**src/sv/ntw_pkg.sv**
```systemverilog
package ntw_pkg;

    localparam int unsigned SLOTS = 6;

    typedef logic [4:0] word_t;

    localparam word_t WORD_ZERO     = 5'd0;
    localparam word_t TENS_BASE     = 5'd18;
    localparam word_t WORD_HUNDRED  = 5'd28;
    localparam word_t WORD_THOUSAND = 5'd29;

    // Token positions in an entry, in spoken order.
    localparam int unsigned SLOT_THOU      = 0;
    localparam int unsigned SLOT_THOU_WORD = 1;
    localparam int unsigned SLOT_HUND      = 2;
    localparam int unsigned SLOT_HUND_WORD = 3;
    localparam int unsigned SLOT_TAIL_HI   = 4;
    localparam int unsigned SLOT_TAIL_LO   = 5;

    typedef struct packed {
        logic [SLOTS-1:0]       present;
        word_t [SLOTS-1:0]      words;
    } entry_t;

endpackage

```
**src/sv/ntw_front.sv**
```systemverilog
module ntw_front (
    input  logic              aclk,
    input  logic              aresetn,
    input  logic              s_valid,
    output logic              s_ready,
    input  logic [13:0]       s_value,
    output logic              q_push_valid,
    output ntw_pkg::entry_t   q_push_entry,
    input  logic              q_push_ready
);

    logic        a_valid_reg, a_valid_next;
    logic [13:0] a_value_reg, a_value_next;
    logic        b_valid_reg, b_valid_next;
    logic [4:0]  b_thou_reg, b_thou_next;
    logic [9:0]  b_rem_reg, b_rem_next;
    logic        c_valid_reg, c_valid_next;
    logic [4:0]  c_thou_reg, c_thou_next;
    logic [3:0]  c_hund_reg, c_hund_next;
    logic [6:0]  c_low2_reg, c_low2_next;

    logic        a_take, a_adv, b_take, b_adv, c_take, c_adv;
    logic [4:0]  thou;
    logic [3:0]  hund;
    logic [3:0]  ten;
    logic [3:0]  one;
    logic        is_zero;
    ntw_pkg::entry_t entry;

    assign c_adv  = c_valid_reg && q_push_ready;
    assign c_take = !c_valid_reg || c_adv;
    assign b_adv  = b_valid_reg && c_take;
    assign b_take = !b_valid_reg || b_adv;
    assign a_adv  = a_valid_reg && b_take;
    assign a_take = !a_valid_reg || a_adv;
    assign s_ready = a_take;

    // The thousands count is found by comparing against every multiple of 1000.
    always_comb begin
        thou = '0;
        for (int k = 1; k <= 16; k++) begin
            if (a_value_reg >= 14'(k * 1000)) begin
                thou = 5'(k);
            end
        end
    end

    always_comb begin
        hund = '0;
        for (int k = 1; k <= 9; k++) begin
            if (b_rem_reg >= 10'(k * 100)) begin
                hund = 4'(k);
            end
        end
    end

    always_comb begin
        ten = '0;
        for (int k = 1; k <= 9; k++) begin
            if (c_low2_reg >= 7'(k * 10)) begin
                ten = 4'(k);
            end
        end
        one = 4'(c_low2_reg - 7'(ten) * 7'd10);
    end

    always_comb begin
        is_zero = (c_thou_reg == '0) && (c_hund_reg == '0) && (c_low2_reg == '0);
        entry = '0;
        entry.words[ntw_pkg::SLOT_THOU]        = c_thou_reg;
        entry.present[ntw_pkg::SLOT_THOU]      = (c_thou_reg != '0);
        entry.words[ntw_pkg::SLOT_THOU_WORD]   = ntw_pkg::WORD_THOUSAND;
        entry.present[ntw_pkg::SLOT_THOU_WORD] = (c_thou_reg != '0);
        entry.words[ntw_pkg::SLOT_HUND]        = {1'b0, c_hund_reg};
        entry.present[ntw_pkg::SLOT_HUND]      = (c_hund_reg != '0);
        entry.words[ntw_pkg::SLOT_HUND_WORD]   = ntw_pkg::WORD_HUNDRED;
        entry.present[ntw_pkg::SLOT_HUND_WORD] = (c_hund_reg != '0);
        if (is_zero) begin
            entry.words[ntw_pkg::SLOT_TAIL_HI]   = ntw_pkg::WORD_ZERO;
            entry.present[ntw_pkg::SLOT_TAIL_HI] = 1'b1;
        end else if ((c_low2_reg != '0) && (c_low2_reg < 7'd20)) begin
            entry.words[ntw_pkg::SLOT_TAIL_HI]   = 5'(c_low2_reg);
            entry.present[ntw_pkg::SLOT_TAIL_HI] = 1'b1;
        end else begin
            entry.words[ntw_pkg::SLOT_TAIL_HI]   = ntw_pkg::TENS_BASE + {1'b0, ten};
            entry.present[ntw_pkg::SLOT_TAIL_HI] = (ten != '0);
            entry.words[ntw_pkg::SLOT_TAIL_LO]   = {1'b0, one};
            entry.present[ntw_pkg::SLOT_TAIL_LO] = (one != '0);
        end
    end

    assign q_push_valid = c_valid_reg;
    assign q_push_entry = entry;

    always_comb begin
        a_valid_next = a_take ? s_valid : a_valid_reg;
        a_value_next = (a_take && s_valid) ? s_value : a_value_reg;
        b_valid_next = b_take ? a_valid_reg : b_valid_reg;
        b_thou_next  = a_adv ? thou : b_thou_reg;
        b_rem_next   = a_adv ? 10'(a_value_reg - 14'(thou) * 14'd1000) : b_rem_reg;
        c_valid_next = c_take ? b_valid_reg : c_valid_reg;
        c_thou_next  = b_adv ? b_thou_reg : c_thou_reg;
        c_hund_next  = b_adv ? hund : c_hund_reg;
        c_low2_next  = b_adv ? 7'(b_rem_reg - 10'(hund) * 10'd100) : c_low2_reg;
    end

    always_ff @(posedge aclk) begin
        if (!aresetn) begin
            a_valid_reg <= 1'b0;
            b_valid_reg <= 1'b0;
            c_valid_reg <= 1'b0;
        end else begin
            a_valid_reg <= a_valid_next;
            b_valid_reg <= b_valid_next;
            c_valid_reg <= c_valid_next;
        end
    end

    always_ff @(posedge aclk) begin
        a_value_reg <= a_value_next;
        b_thou_reg  <= b_thou_next;
        b_rem_reg   <= b_rem_next;
        c_thou_reg  <= c_thou_next;
        c_hund_reg  <= c_hund_next;
        c_low2_reg  <= c_low2_next;
    end

`ifndef SYNTHESIS
    assert property (@(posedge aclk) disable iff (!aresetn)
        b_valid_reg |-> (b_rem_reg < 10'd1000) && (b_thou_reg <= 5'd16))
        else $error("ntw_front: thousands split out of range");

    assert property (@(posedge aclk) disable iff (!aresetn)
        c_valid_reg |-> (c_low2_reg < 7'd100) && (c_hund_reg <= 4'd9))
        else $error("ntw_front: hundreds split out of range");

    assert property (@(posedge aclk) disable iff (!aresetn)
        c_valid_reg |-> (entry.present != '0)
            && (entry.present[ntw_pkg::SLOT_THOU] == entry.present[ntw_pkg::SLOT_THOU_WORD])
            && (entry.present[ntw_pkg::SLOT_HUND] == entry.present[ntw_pkg::SLOT_HUND_WORD]))
        else $error("ntw_front: malformed token entry");
`endif

endmodule

```
**src/sv/ntw_queue.sv**
```systemverilog
module ntw_queue (
    input  logic              aclk,
    input  logic              aresetn,
    input  logic              push_valid,
    output logic              push_ready,
    input  ntw_pkg::entry_t   push_entry,
    output logic              pop_valid,
    input  logic              pop_ready,
    output ntw_pkg::entry_t   pop_entry
);

    ntw_pkg::entry_t slot_reg [2];
    logic       wr_ptr_reg, wr_ptr_next;
    logic       rd_ptr_reg, rd_ptr_next;
    logic [1:0] count_reg, count_next;
    logic       push, pop;

    assign push_ready = (count_reg != 2'd2);
    assign pop_valid  = (count_reg != 2'd0);
    assign pop_entry  = slot_reg[rd_ptr_reg];
    assign push = push_valid && push_ready;
    assign pop  = pop_valid && pop_ready;

    always_comb begin
        wr_ptr_next = push ? !wr_ptr_reg : wr_ptr_reg;
        rd_ptr_next = pop ? !rd_ptr_reg : rd_ptr_reg;
        count_next  = count_reg;
        if (push && !pop) begin
            count_next = count_reg + 2'd1;
        end else if (pop && !push) begin
            count_next = count_reg - 2'd1;
        end
    end

    always_ff @(posedge aclk) begin
        if (!aresetn) begin
            wr_ptr_reg <= 1'b0;
            rd_ptr_reg <= 1'b0;
            count_reg  <= 2'd0;
        end else begin
            wr_ptr_reg <= wr_ptr_next;
            rd_ptr_reg <= rd_ptr_next;
            count_reg  <= count_next;
        end
    end

    always_ff @(posedge aclk) begin
        if (push) begin
            slot_reg[wr_ptr_reg] <= push_entry;
        end
    end

endmodule

```
**src/sv/ntw_back.sv**
```systemverilog
module ntw_back (
    input  logic              aclk,
    input  logic              aresetn,
    input  logic              q_valid,
    output logic              q_ready,
    input  ntw_pkg::entry_t   q_entry,
    output logic              m_valid,
    input  logic              m_ready,
    output logic [4:0]        m_word,
    output logic              m_last
);

    logic [ntw_pkg::SLOTS-1:0] pend_reg, pend_next;
    ntw_pkg::word_t [ntw_pkg::SLOTS-1:0] words_reg, words_next;
    logic        m_valid_reg, m_valid_next;
    logic [4:0]  m_word_reg, m_word_next;
    logic        m_last_reg, m_last_next;

    logic [ntw_pkg::SLOTS-1:0] low_bit, rest;
    logic        have, out_free, load_out, entry_free;
    ntw_pkg::word_t word_sel;

    assign have     = (pend_reg != '0);
    assign out_free = !m_valid_reg || m_ready;
    assign load_out = have && out_free;
    assign low_bit  = pend_reg & (~pend_reg + 1'b1);
    assign rest     = pend_reg & ~low_bit;
    assign entry_free = !have || (load_out && (rest == '0));
    assign q_ready  = entry_free;

    always_comb begin
        word_sel = '0;
        for (int i = 0; i < ntw_pkg::SLOTS; i++) begin
            word_sel = word_sel | (words_reg[i] & {5{low_bit[i]}});
        end
    end

    always_comb begin
        pend_next   = pend_reg;
        words_next  = words_reg;
        m_valid_next = m_valid_reg;
        m_word_next = m_word_reg;
        m_last_next = m_last_reg;
        if (load_out) begin
            pend_next    = rest;
            m_valid_next = 1'b1;
            m_word_next  = word_sel;
            m_last_next  = (rest == '0);
        end else if (m_ready) begin
            m_valid_next = 1'b0;
        end
        if (entry_free && q_valid) begin
            pend_next  = q_entry.present;
            words_next = q_entry.words;
        end
    end

    always_ff @(posedge aclk) begin
        if (!aresetn) begin
            pend_reg    <= '0;
            m_valid_reg <= 1'b0;
        end else begin
            pend_reg    <= pend_next;
            m_valid_reg <= m_valid_next;
        end
    end

    always_ff @(posedge aclk) begin
        words_reg  <= words_next;
        m_word_reg <= m_word_next;
        m_last_reg <= m_last_next;
    end

    assign m_valid = m_valid_reg;
    assign m_word  = m_word_reg;
    assign m_last  = m_last_reg;

`ifndef SYNTHESIS
    assert property (@(posedge aclk) disable iff (!aresetn)
        m_valid_reg |-> (m_word_reg <= ntw_pkg::WORD_THOUSAND))
        else $error("ntw_back: word code out of range");

    assert property (@(posedge aclk) disable iff (!aresetn)
        (m_valid_reg && !m_last_reg) |-> (pend_reg != '0))
        else $error("ntw_back: non-final beat without remaining tokens");

    assert property (@(posedge aclk) disable iff (!aresetn)
        (have && out_free) |=> m_valid_reg)
        else $error("ntw_back: pending token not presented");
`endif

endmodule

```
**src/sv/number_to_word_tokens_unit.sv**
```systemverilog
// Spells a number as a run of English word tokens: digit or teen words 0-19, tens words
// twenty to ninety as 20-27, hundred as 28 and thousand as 29, one token per output beat,
// with m_last set on the final beat of each number; zero gives the single token zero.
// Values above 9999 spell the thousands count 10-16 with its teen word. A number makes
// one to six beats, and the output side moves one beat per cycle while m_ready is high.
// The input side takes a number every cycle into a three-stage digit split and a
// two-entry queue, and it only stalls when the queue and split stages are full behind
// the token sequencer.
module number_to_word_tokens_unit (
    input  logic        aclk,
    input  logic        aresetn,
    input  logic        s_valid,
    output logic        s_ready,
    input  logic [13:0] s_value,
    output logic        m_valid,
    input  logic        m_ready,
    output logic [4:0]  m_word,
    output logic        m_last
);

    logic            push_valid, push_ready;
    ntw_pkg::entry_t push_entry;
    logic            pop_valid, pop_ready;
    ntw_pkg::entry_t pop_entry;

    ntw_front u_front (
        .aclk         (aclk),
        .aresetn      (aresetn),
        .s_valid      (s_valid),
        .s_ready      (s_ready),
        .s_value      (s_value),
        .q_push_valid (push_valid),
        .q_push_entry (push_entry),
        .q_push_ready (push_ready)
    );

    ntw_queue u_queue (
        .aclk       (aclk),
        .aresetn    (aresetn),
        .push_valid (push_valid),
        .push_ready (push_ready),
        .push_entry (push_entry),
        .pop_valid  (pop_valid),
        .pop_ready  (pop_ready),
        .pop_entry  (pop_entry)
    );

    ntw_back u_back (
        .aclk    (aclk),
        .aresetn (aresetn),
        .q_valid (pop_valid),
        .q_ready (pop_ready),
        .q_entry (pop_entry),
        .m_valid (m_valid),
        .m_ready (m_ready),
        .m_word  (m_word),
        .m_last  (m_last)
    );

endmodule
```
**config.mk**
```make
export PLATFORM = sky130hd
export DESIGN_NAME = number_to_word_tokens_unit
export DESIGN_NICKNAME = d
export VERILOG_FILES = /design/src/sv/ntw_pkg.sv /design/src/sv/ntw_front.sv /design/src/sv/ntw_queue.sv /design/src/sv/ntw_back.sv /design/src/sv/number_to_word_tokens_unit.sv
export SDC_FILE = /design/constraint.sdc
export NUM_CORES = 1
export LEC_CHECK = 0
export BUFFER_PORTS_ARGS = -buffer_cell sky130_fd_sc_hd__buf_2
export CORE_MARGIN = 2
export CORE_UTILIZATION = 50
export CTS_CLUSTER_DIAMETER = 30
export CTS_CLUSTER_SIZE = 10
export DETAILED_ROUTE_END_ITERATION = 8
export PLACE_DENSITY = 0.71
export SLEW_MARGIN = 20
export SYNTH_ARGS = -nofsm -noshare
export SYNTH_HDL_FRONTEND = slang
export SYNTH_SLANG_ARGS = --single-unit
export TNS_END_PERCENT = 30
```
**constraint.sdc**
```tcl
create_clock -name aclk -period 4 [get_ports aclk]
set_clock_uncertainty 0.2 [all_clocks]
set_input_delay 0.8 -clock aclk [delete_from_list [all_inputs] [get_ports aclk]]
set_output_delay 0.8 -clock aclk [all_outputs]
set_load 0.005 [all_outputs]
```
# Yosys cells after proc, flatten, opt, wreduce, memory -nomap -nowiden
# Memory sizes are Yosys's and may differ from the RTL's. A register that Yosys moved wholly into a read port is not among the register bits.
# Index checks and enable logic that the tools add are counted.
# totals
register_bits	95
ram_bits	50
input_bits	18
output_inout_bits	8
word_cells	176
mem_count	1
# classes
n_addsub	7
n_mul	3
n_lt_le_gt_ge	35
n_eq_ne	1
muxes	52
bitwise	15
n_reduce_logical	40
# memory_table
name	depth	width	read_ports	rd_ports_with_merged_regs	write_ports	line_no	rtl
u_queue.slot_reg	2	25	1	1	1	ntw_queue.sv:12	ntw_pkg::entry_t slot_reg [2];
# op_table
operator	count
14-bit greater-or-equal comparator, second input constant	8
14-bit by 13-bit greater-or-equal comparator with 1-bit output, second input constant	4
4-bit 2-to-1 mux	13
10-bit greater-or-equal comparator, second input constant	4
3-bit 2-to-1 mux	12
5-bit AND	6
10-bit by 9-bit greater-or-equal comparator with 1-bit output, second input constant	3
14-bit by 12-bit greater-or-equal comparator with 1-bit output, second input constant	2
5-bit OR	5
7-bit by 6-bit greater-or-equal comparator with 1-bit output, second input constant	3
7-bit greater-or-equal comparator, second input constant	3
5-bit 2-to-1 mux	4
2-bit 2-to-1 mux	8
14-bit by 10-bit greater-or-equal comparator with 1-bit output, second input constant	1
14-bit by 11-bit greater-or-equal comparator with 1-bit output, second input constant	1
7-bit by 5-bit greater-or-equal comparator with 1-bit output, second input constant	2
1-bit 2-to-1 mux	13
6-bit AND	2
1-bit logical AND	12
6-bit 2-to-1 mux	2
6-bit inverter	2
4-bit nonzero test	3
10-bit by 7-bit greater-or-equal comparator with 1-bit output, second input constant	1
10-bit by 8-bit greater-or-equal comparator with 1-bit output, second input constant	1
23 further kinds	38

# Logic depth before layout (Yosys ltp)
# Gate-level depths: netlist of the first run.
# depth
word_depth	19
mapped_depth	20
ltp_nobuf	19

# Modules after synthesis
# From an unflattened synthesis of the first run, not the netlist that was laid out.
# hier_totals
hier_cells	605
hier_area_um2	8139.1
# modules_own_cells
module	instances	cells_each	area_each_um2	seq_area_each_um2
ntw_front	1	351	3567.2	1411.4
ntw_queue	1	136	2837.7	2262.2
ntw_back	1	118	1734.2	1221.2

# Least setup slack after synthesis of the first run
# Ideal clock, no wire load.
# synth_timing
path_type	register to register
start	reg u_front.a_value_reg[7]
end	reg u_front.b_rem_reg[9], data pin
setup_ns	0.262
arrival_time_ns	3.866
required_time_ns	3.538
setup_slack_ns	-0.328
stages_incl_launch_ff	19
n_path_buf	1
period_less_slack_ns	4.328
path_cell_list	edfxtp_1 > buf_6 > nor2_4 > nor2_1 > a41oi_1 > a21o_1 > nor2b_1 > ha_1 > inv_1 > fa_1 > fa_1 > inv_1 > ha_1 > xor2_1 > ha_1 > a21oi_1 > xnor2_1 > xnor2_1 > xnor2_1
# synth_between
elab_cells_between_ends	34
cone_classes	add/sub: 1; mul: 1; order compare: 16; mux: 16
# synth_rtl
element	line_no	rtl
from (decl)	ntw_front.sv:13	logic [13:0] a_value_reg, a_value_next;
from (signal assigned)	ntw_front.sv:120	a_value_reg <= a_value_next;
14-bit by 12-bit greater-or-equal comparator with 1-bit output	ntw_front.sv:42	if (a_value_reg >= 14'(k * 1000)) begin
3-bit 2-to-1 mux (4 in a row)	ntw_front.sv:42	
4-bit 2-to-1 mux (8 in a row)	ntw_front.sv:42	
5-bit 2-to-1 mux *	ntw_front.sv:42	
net u_front.thou[2]	ntw_front.sv:23	logic [4:0] thou;
5-bit by 7-bit multiplier with 7-bit output *	ntw_front.sv:100	b_rem_next = a_adv ? 10'(a_value_reg - 14'(thou) * 14'd1000) : b_rem_reg;
10-bit subtractor *	ntw_front.sv:100	
to (signal assigned)	ntw_front.sv:122	b_rem_reg <= b_rem_next;
to (decl)	ntw_front.sv:16	logic [9:0] b_rem_reg, b_rem_next;
# The timed path passes the listed nets; every way through them passes the cells marked *.
# A chain may end at the register's enable or synchronous reset.

# Worst setup path in the final report of the first run
# layout_timing
start	reg u_front.a_value_reg[8]
end	reg u_front.b_rem_reg[9], data pin
# layout_between
elab_cells_between_ends	34
cone_classes	add/sub: 1; mul: 1; order compare: 16; mux: 16
# layout_rtl
element	line_no
14-bit by 11-bit greater-or-equal comparator with 1-bit output	ntw_front.sv:42
2-bit 2-to-1 mux (2 in a row)	ntw_front.sv:42
3-bit 2-to-1 mux (4 in a row)	ntw_front.sv:42
4-bit 2-to-1 mux (8 in a row)	ntw_front.sv:42
5-bit 2-to-1 mux *	ntw_front.sv:42
net u_front.thou[1]	ntw_front.sv:23
5-bit by 7-bit multiplier with 7-bit output *	ntw_front.sv:100
10-bit subtractor *	ntw_front.sv:100
# Marked as above.

==> flow_metrics.env, run 1 <==
export IMPL_status="complete, but fails checks"
export IMPL_violations="setup timing"
export IMPL_ant_nets=0
export IMPL_first_pass_iters=5
export IMPL_rsz0062_at_grt="yes"
export IMPL_total_power_mw=5.38
export IMPL_largest_reg_flops=44
export IMPL_viasPerCell=5.39
export IMPL_synth_sequential_area_ratio=0.577
export IMPL_crit_required_ns=3.97
export IMPL_worstSetupStartpointType="flip-flop"
export IMPL_holdWs_ns=0.217
export IMPL_fp_dieH_um=117
export IMPL_postSynth_asyncResetShare=0
export IMPL_drv_slew=0
export IMPL_cts_max_path_buffers=2
export IMPL_worst_slack_ns=-0.326
export IMPL_min_period_over_period=1.08
export IMPL_core_area_um2=12600
export IMPL_gr_total_overflow=0
export IMPL_multi_input_area_um2=2560
export IMPL_pin_count=26
export IMPL_routed_wl_mm=12.3
export IMPL_syn_to_final_growth_pct=22.5
export IMPL_grt_pass1_vias=4324
export IMPL_seq_area_um2=3690
export IMPL_endpoint_kind="flip-flop"
export IMPL_synth_distinct_cells=73
export IMPL_gp_congestion=0.936
export IMPL_cts_tree="built"
export IMPL_hpwl_mm=8.88
export IMPL_drive_gt1_frac=0.289
export IMPL_yosys_top_cells_area="edfxtp_1 (53%), dfxtp_1 (4.7%), ha_1 (4.3%), mux2_2 (3.9%), a21oi_1 (2.7%)"
export IMPL_p_per_area_nw_per_um2=685
export IMPL_synth_top_cell_by_area="edfxtp_1"
export IMPL_fmax_mhz=231
export IMPL_hold_path_class="flip-flop to flip-flop"
export IMPL_maxCapViolCount=0
export IMPL_cts_hold_buf=0
export IMPL_wl_per_cell_um=15.4
export IMPL_drt_first_iter_violations=297
export IMPL_syn_nets=570
export IMPL_leakagePower_nw=3.01
export IMPL_nNetsFinal=663
export IMPL_max_vdd_ir_drop_mv=0.374
export IMPL_netlist_instances=523
export IMPL_critPathMaxFanout=4
export IMPL_period_needed_ns=4.33
export IMPL_grt_pass1_wl_mm=20.3
export IMPL_avgSynthCellArea_um2=12.2
export IMPL_utilization=0.624
export IMPL_io_buffers=25
export IMPL_hold_viol_final=0
export IMPL_clk_pin_slew_ns=0.06
export IMPL_cts_root_buf="clkbuf_16"
export IMPL_grt_max_degree=23
export IMPL_synth_seq_cells=128
export IMPL_start_util=0.510
export IMPL_nFillCells=934
export IMPL_die_area_um2=13700
export IMPL_antenna_cells=0
export IMPL_setup_violations=2
export IMPL_yosysWarningCount=0
export IMPL_timing_slew_headroom=0.331
export IMPL_path_class="flip-flop to flip-flop"
export IMPL_cts_htree_levels=4
export IMPL_antenna_found_initial=0
export IMPL_worst_pin_slew_ns=1.00
export IMPL_synth_edf_count=113
export IMPL_numCtsBuffers=17
export IMPL_final_cell_area_um2=7850
export IMPL_std_cell_rows=41
export IMPL_yosysTopAreaCellShare=0.530
export IMPL_yosys_most_used_dff="edfxtp_1"
export IMPL_drc=0
export IMPL_num_vias=4314
export IMPL_place_area_um2=7090
export IMPL_clk_latency_ns=0.41
export IMPL_syn_area_um2=6400
export IMPL_grtUsageTotal=0.195
export IMPL_cts_sinks=128
export IMPL_die_w_um=117
export IMPL_crit_arrival_ns=4.29
==> metrics by stage <==
| stage | setup WS (ns) | setup TNS, ns | instances |
|---|---|---|---|
| floorplan | -0.165 | -0.165 | 523 |
| finish | -0.326 | -0.398 | 801 |
| global placement | -0.376 | -0.453 | 752 |
| detailed placement | -0.405 | -0.493 | 752 |
| global route | -0.495 | -0.699 | 801 |
| CTS | -0.304 | -0.367 | 787 |
==> logic make-up (layout without fill, tap and decap cells) <==
kind of cell             Yosys count  count (layout)  share of synthesized area
flip-flops                       128             128                      0.577
multiplexers                      24              24                     0.0418
buffers and inverters             61             167                     0.0441
other                              1               1                   0.000585
AO/OA/AOI/OAI                    124             124                      0.135
AND/OR/NAND/NOR                  127             127                     0.0969
XOR/XNOR                          28              28                     0.0383
adder cells (fa/ha/maj)           30              30                     0.0664
==> cell type report <==
| type | count | share of cell area |
|---|---|---|
| clock buffers | 18 | 0.0547 |
| clock inverters | 14 | 0.0179 |
| inverters | 40 | 0.0191 |
| multi-input cells | 334 | 0.326 |
| flip-flops and latches | 128 | 0.471 |
| well taps | 172 | 0.0274 |
| repair buffers | 95 | 0.0839 |
==> Yosys cell counts, drive strengths merged (13+ instances only) <==
master and n:
xnor2 19, clkbuf 13, ha 22, nor3 13, mux2 22, nor2 44, inv 40, nand2 32
dfxtp 15, a21oi 36, o21ai 25, edfxtp 113
==> where the power goes <==
part	switching, mW	internal, mW	leakage [nW]	total, mW
Clock	0.559	0.914	0.274	1.47
Sequential	0.226	1.89	1.16	2.12
Combinational	0.922	0.862	1.57	1.78
Total	1.71	3.67	3.01	5.38
==> layer usage <==
metal  vias to the layer above  routed length, µm  track usage
li1                       2113                  -            -
met4                         0                268       0.0808
met3                        26                443       0.0551
met2                       107               6580        0.356
met1                      2068               5030        0.212
met5                         -                  0            0
==> timing repair <==
action,in CTS,in global routing
setup endpoints to repair,2,3
resized for setup,8,7
pin swaps,14,15
buffers inserted,3,14
==> cells in the final DEF, fill, tap and decap left out, types with 3 or more instances in the layout <==
cell       instances
inv_6              3
edfxtp_1         113
a31oi_1            7
inv_1             36
nor2b_1            8
nand2_1           30
clkinv_1           3
xnor2_1           19
buf_4             68
mux2_2            22
nand2b_1           8
a21o_1             8
xor2_1             9
or3_1              3
nand3_1            6
nor2_1            39
nor2_2             3
fa_1               7
o221ai_1           4
buf_2             25
ha_1              17
nor3_1            13
clkbuf_16         17
a21oi_1           34
o211ai_1           3
a211o_1            3
inv_2              4
dfxtp_1           15
a22oi_1            5
o21ai_0           22
ha_4               5
==> worst paths after layout <==
check,endpoint,depth (start not counted),slack [ns],startpoint
setup / recovery,u_front.b_rem_reg[9],18,-0.33,u_front.a_value_reg[8]
hold / removal,u_front.c_thou_reg[0],0,0.22,u_front.b_thou_reg[0]
setup reg to reg,u_front.b_rem_reg[9],18,-0.33,u_front.a_value_reg[8]
hold reg to reg,u_front.c_thou_reg[0],0,0.22,u_front.b_thou_reg[0]
==> worst max-delay path, cell delays in order, from the launching register on <==
cell and delay, ns:
edfxtp_1 0.50, buf_6 0.17, buf_4 0.13, nor2_2 0.10
a211oi_2 0.09, buf_4 0.16, a211o_1 0.25, o21ai_4 0.13
inv_2 0.08, fa_1 0.47, fa_1 0.51, inv_2 0.05
ha_4 0.26, xor2_1 0.16, ha_1 0.28, a21oi_2 0.16
xnor2_1 0.14, xnor2_1 0.15, xnor2_1 0.08
(Power assumes the default switching activity.)
==> inputs of run 2 (changes only) <==
==> constraint.sdc (replaced) <==
create_clock -name aclk -period 4 [get_ports aclk]
set_clock_uncertainty 0.2 [all_clocks]
set_input_delay 0.4 -clock aclk [delete_from_list [all_inputs] [get_ports aclk]]
set_output_delay 0.4 -clock aclk [all_outputs]
set_load 0.005 [all_outputs]
==> run 2 against run 1 <==
Effect of this change: the flow still finishes with violations (setup timing); register-to-register slack about the same; global-route usage increased by 0.22 points; via count increased by 1.6%; critical path depth unchanged; sequential power about the same; die area unchanged; total power increased by 0.21%; combinational power about the same; sequential cell count unchanged; setup slack got worse by 0.0013 ns; critical path type unchanged; highest routed layer unchanged.
==> flow_metrics.env, run 2 (same netlist as run 1, synthesis figures left out) <==
export IMPL_status="complete, but fails checks"
export IMPL_violations="setup timing"
export IMPL_grt_pass1_vias=4409
export IMPL_critPathMaxFanout=4
export IMPL_die_area_um2=13700
export IMPL_clk_pin_slew_ns=0.06
export IMPL_path_class="flip-flop to flip-flop"
export IMPL_p_int_mw=3.68
export IMPL_maxCapViolCount=0
export IMPL_grt_busiest_layer="met2"
export IMPL_clk_latency_ns=0.41
export IMPL_p_per_area_nw_per_um2=675
export IMPL_timing_slew_headroom=0.334
export IMPL_r2r_end="u_front.b_rem_reg[9]"
export IMPL_crit_end="u_front.b_rem_reg[9]"
export IMPL_drv_slew=0
export IMPL_min_period_over_period=1.08
export IMPL_start_util=0.510
export IMPL_layout_common_cells="edfxtp_1 (113), buf_4 (68), nor2_1 (39)"
export IMPL_swShare=0.317
export IMPL_p_comb_frac=0.333
export IMPL_crit_arrival_ns=4.29
export IMPL_switchingPower_mw=1.71
export IMPL_pin_count=26
export IMPL_worstSetupStartpointType="flip-flop"
export IMPL_syn_to_final_growth_pct=24.7
export IMPL_drc=0
export IMPL_grt_util_met2=0.364
export IMPL_hpwl_mm=8.88
export IMPL_routed_wl_mm=12.4
export IMPL_io_buffers=25
export IMPL_fmax_mhz=231
export IMPL_cp_startpoint="u_front.a_value_reg[8]"
export IMPL_period_needed_ns=4.33
export IMPL_die_w_um=117
export IMPL_cts_sinks=128
export IMPL_cts_root_buf="clkbuf_16"
export IMPL_grt_pass1_wl_mm=20.5
export IMPL_worst_slack_ns=-0.327
export IMPL_nNetsFinal=677
export IMPL_leakagePower_nw=3.06
export IMPL_gr_total_overflow=0
export IMPL_antenna_cells=0
export IMPL_crit_required_ns=3.97
export IMPL_drive_gt1_frac=0.283
export IMPL_gr_usage_met1=0.212
export IMPL_reg2reg_depth=18
export IMPL_r2r_slack_ns=-0.33
export IMPL_std_cell_rows=41
export IMPL_power_frac_seq=0.393
export IMPL_wl_per_cell_um=15.3
export IMPL_clock_power_share=0.273
export IMPL_numCtsBuffers=17
export IMPL_grt_max_degree=23
export IMPL_worst_pin_slew_ns=0.998
export IMPL_antenna_found_initial=0
export IMPL_cts_max_path_buffers=2
export IMPL_setup_violations=2
export IMPL_grt_use_met3=0.0551
export IMPL_rsz0062_at_grt="yes"
export IMPL_largest_reg_flops=44
export IMPL_core_area_um2=12600
export IMPL_first_pass_iters=5
export IMPL_gp_congestion=0.936
export IMPL_ant_nets=0
export IMPL_hold_viol_final=0
export IMPL_endpoint_kind="flip-flop"
export IMPL_grtUsageTotal=0.197
export IMPL_hold_path_class="input port to flip-flop"
export IMPL_layout_cells_most_common="edfxtp_1"
export IMPL_holdWs_ns=0.0523
export IMPL_max_vdd_ir_drop_mv=0.373
export IMPL_post_place_ws_ns=-0.405
export IMPL_reg2reg_from="u_front.a_value_reg[8]"
export IMPL_cts_tree="built"
export IMPL_viasPerCell=5.38
export IMPL_num_vias=4384
export IMPL_fp_dieH_um=117
export IMPL_drt_first_iter_violations=319
export IMPL_cts_htree_levels=4
export IMPL_nFillCells=919
## run 2: changes by cell type in the layout (fill, tap and decap cells not counted), sizes merged
| cell | previous run | this run |
|---|---|---|
| dlygate4sd3 | 0 | 14 |
## run 2: metrics by stage
step / cells / power, mW / area, µm² / setup TNS, ns / utilization
floorplan: 523 / 3.42 / 6480 / -0.165 / -
global placement: 752 / 3.81 / 7090 / -0.453 / 0.564
detailed placement: 752 / 3.89 / 7090 / -0.493 / 0.564
CTS: 801 / 5.40 / 7850 / -0.367 / 0.625
global route: 815 / 5.74 / 7990 / -0.699 / 0.635
finish: 815 / 5.39 / 7990 / -0.400 / 0.635
## run 2: cell type report
| cell class | instances | area (µm²) | share of cell area |
|---|---|---|---|
| flip-flops and latches | 128 | 3690 | 0.463 |
| multi-input cells | 334 | 2560 | 0.320 |
| repair buffers | 109 | 798 | 0.100 |
| clock buffers | 18 | 429 | 0.0537 |
| well taps | 172 | 215 | 0.0270 |
| inverters | 40 | 150 | 0.0188 |
| clock inverters | 14 | 140 | 0.0175 |
## run 2: how the worst min path moves through the flow
stage,from,slack (ns),cells after the start,end
after floorplan,u_front.b_rem_reg[0],0.20,0,u_front.c_low2_reg[0]
final,s_valid,0.05,3,u_front.a_valid_reg
after detailed placement,u_front.b_rem_reg[1],0.20,0,u_front.c_low2_reg[1]
after global placement,u_front.b_thou_reg[2],0.20,0,u_front.c_thou_reg[2]
after CTS,s_valid,0.03,3,u_front.a_valid_reg
after global routing,s_valid,0.05,3,u_front.a_valid_reg
## run 2: repair_timing
item / 4_1_cts / 5_1_grt
buffers inserted: 3 / 14
resized for setup: 8 / 7
endpoints found under the setup margin: 2 / 3
hold buffers: 14 / 0
hold endpoints to repair: 14 / 0
pin swaps: 14 / 15
cloned: 0 / 0
## run 2: power by group through the flow
stage	logic [mW]	clock network [mW]	registers, mW
after global routing	2.01	1.56	2.16
after CTS	1.78	1.50	2.12
after floorplan	1.40	0	2.02
after detailed placement	1.75	0	2.15
after global placement	1.68	0	2.13
final	1.80	1.47	2.12
## run 2: worst max-delay path, cell delays in order (launching register included)
cell and delay [ns]:
edfxtp_1 0.50, buf_6 0.17, buf_4 0.13, nor2_2 0.10, a211oi_2 0.09, buf_4 0.16, a211o_1 0.25, o21ai_4 0.13
inv_2 0.08, fa_1 0.47, fa_1 0.51, inv_2 0.05, ha_4 0.26, xor2_1 0.16, ha_1 0.28, a21oi_2 0.16
xnor2_1 0.14, xnor2_1 0.15, xnor2_1 0.08
## run 2: per-layer routing
metal / wire [µm] / part of all wire
met2: 6690 / 0.54
met3: 453 / 0.036
met4: 257 / 0.021
met1: 5030 / 0.40
met5: 0 / 0
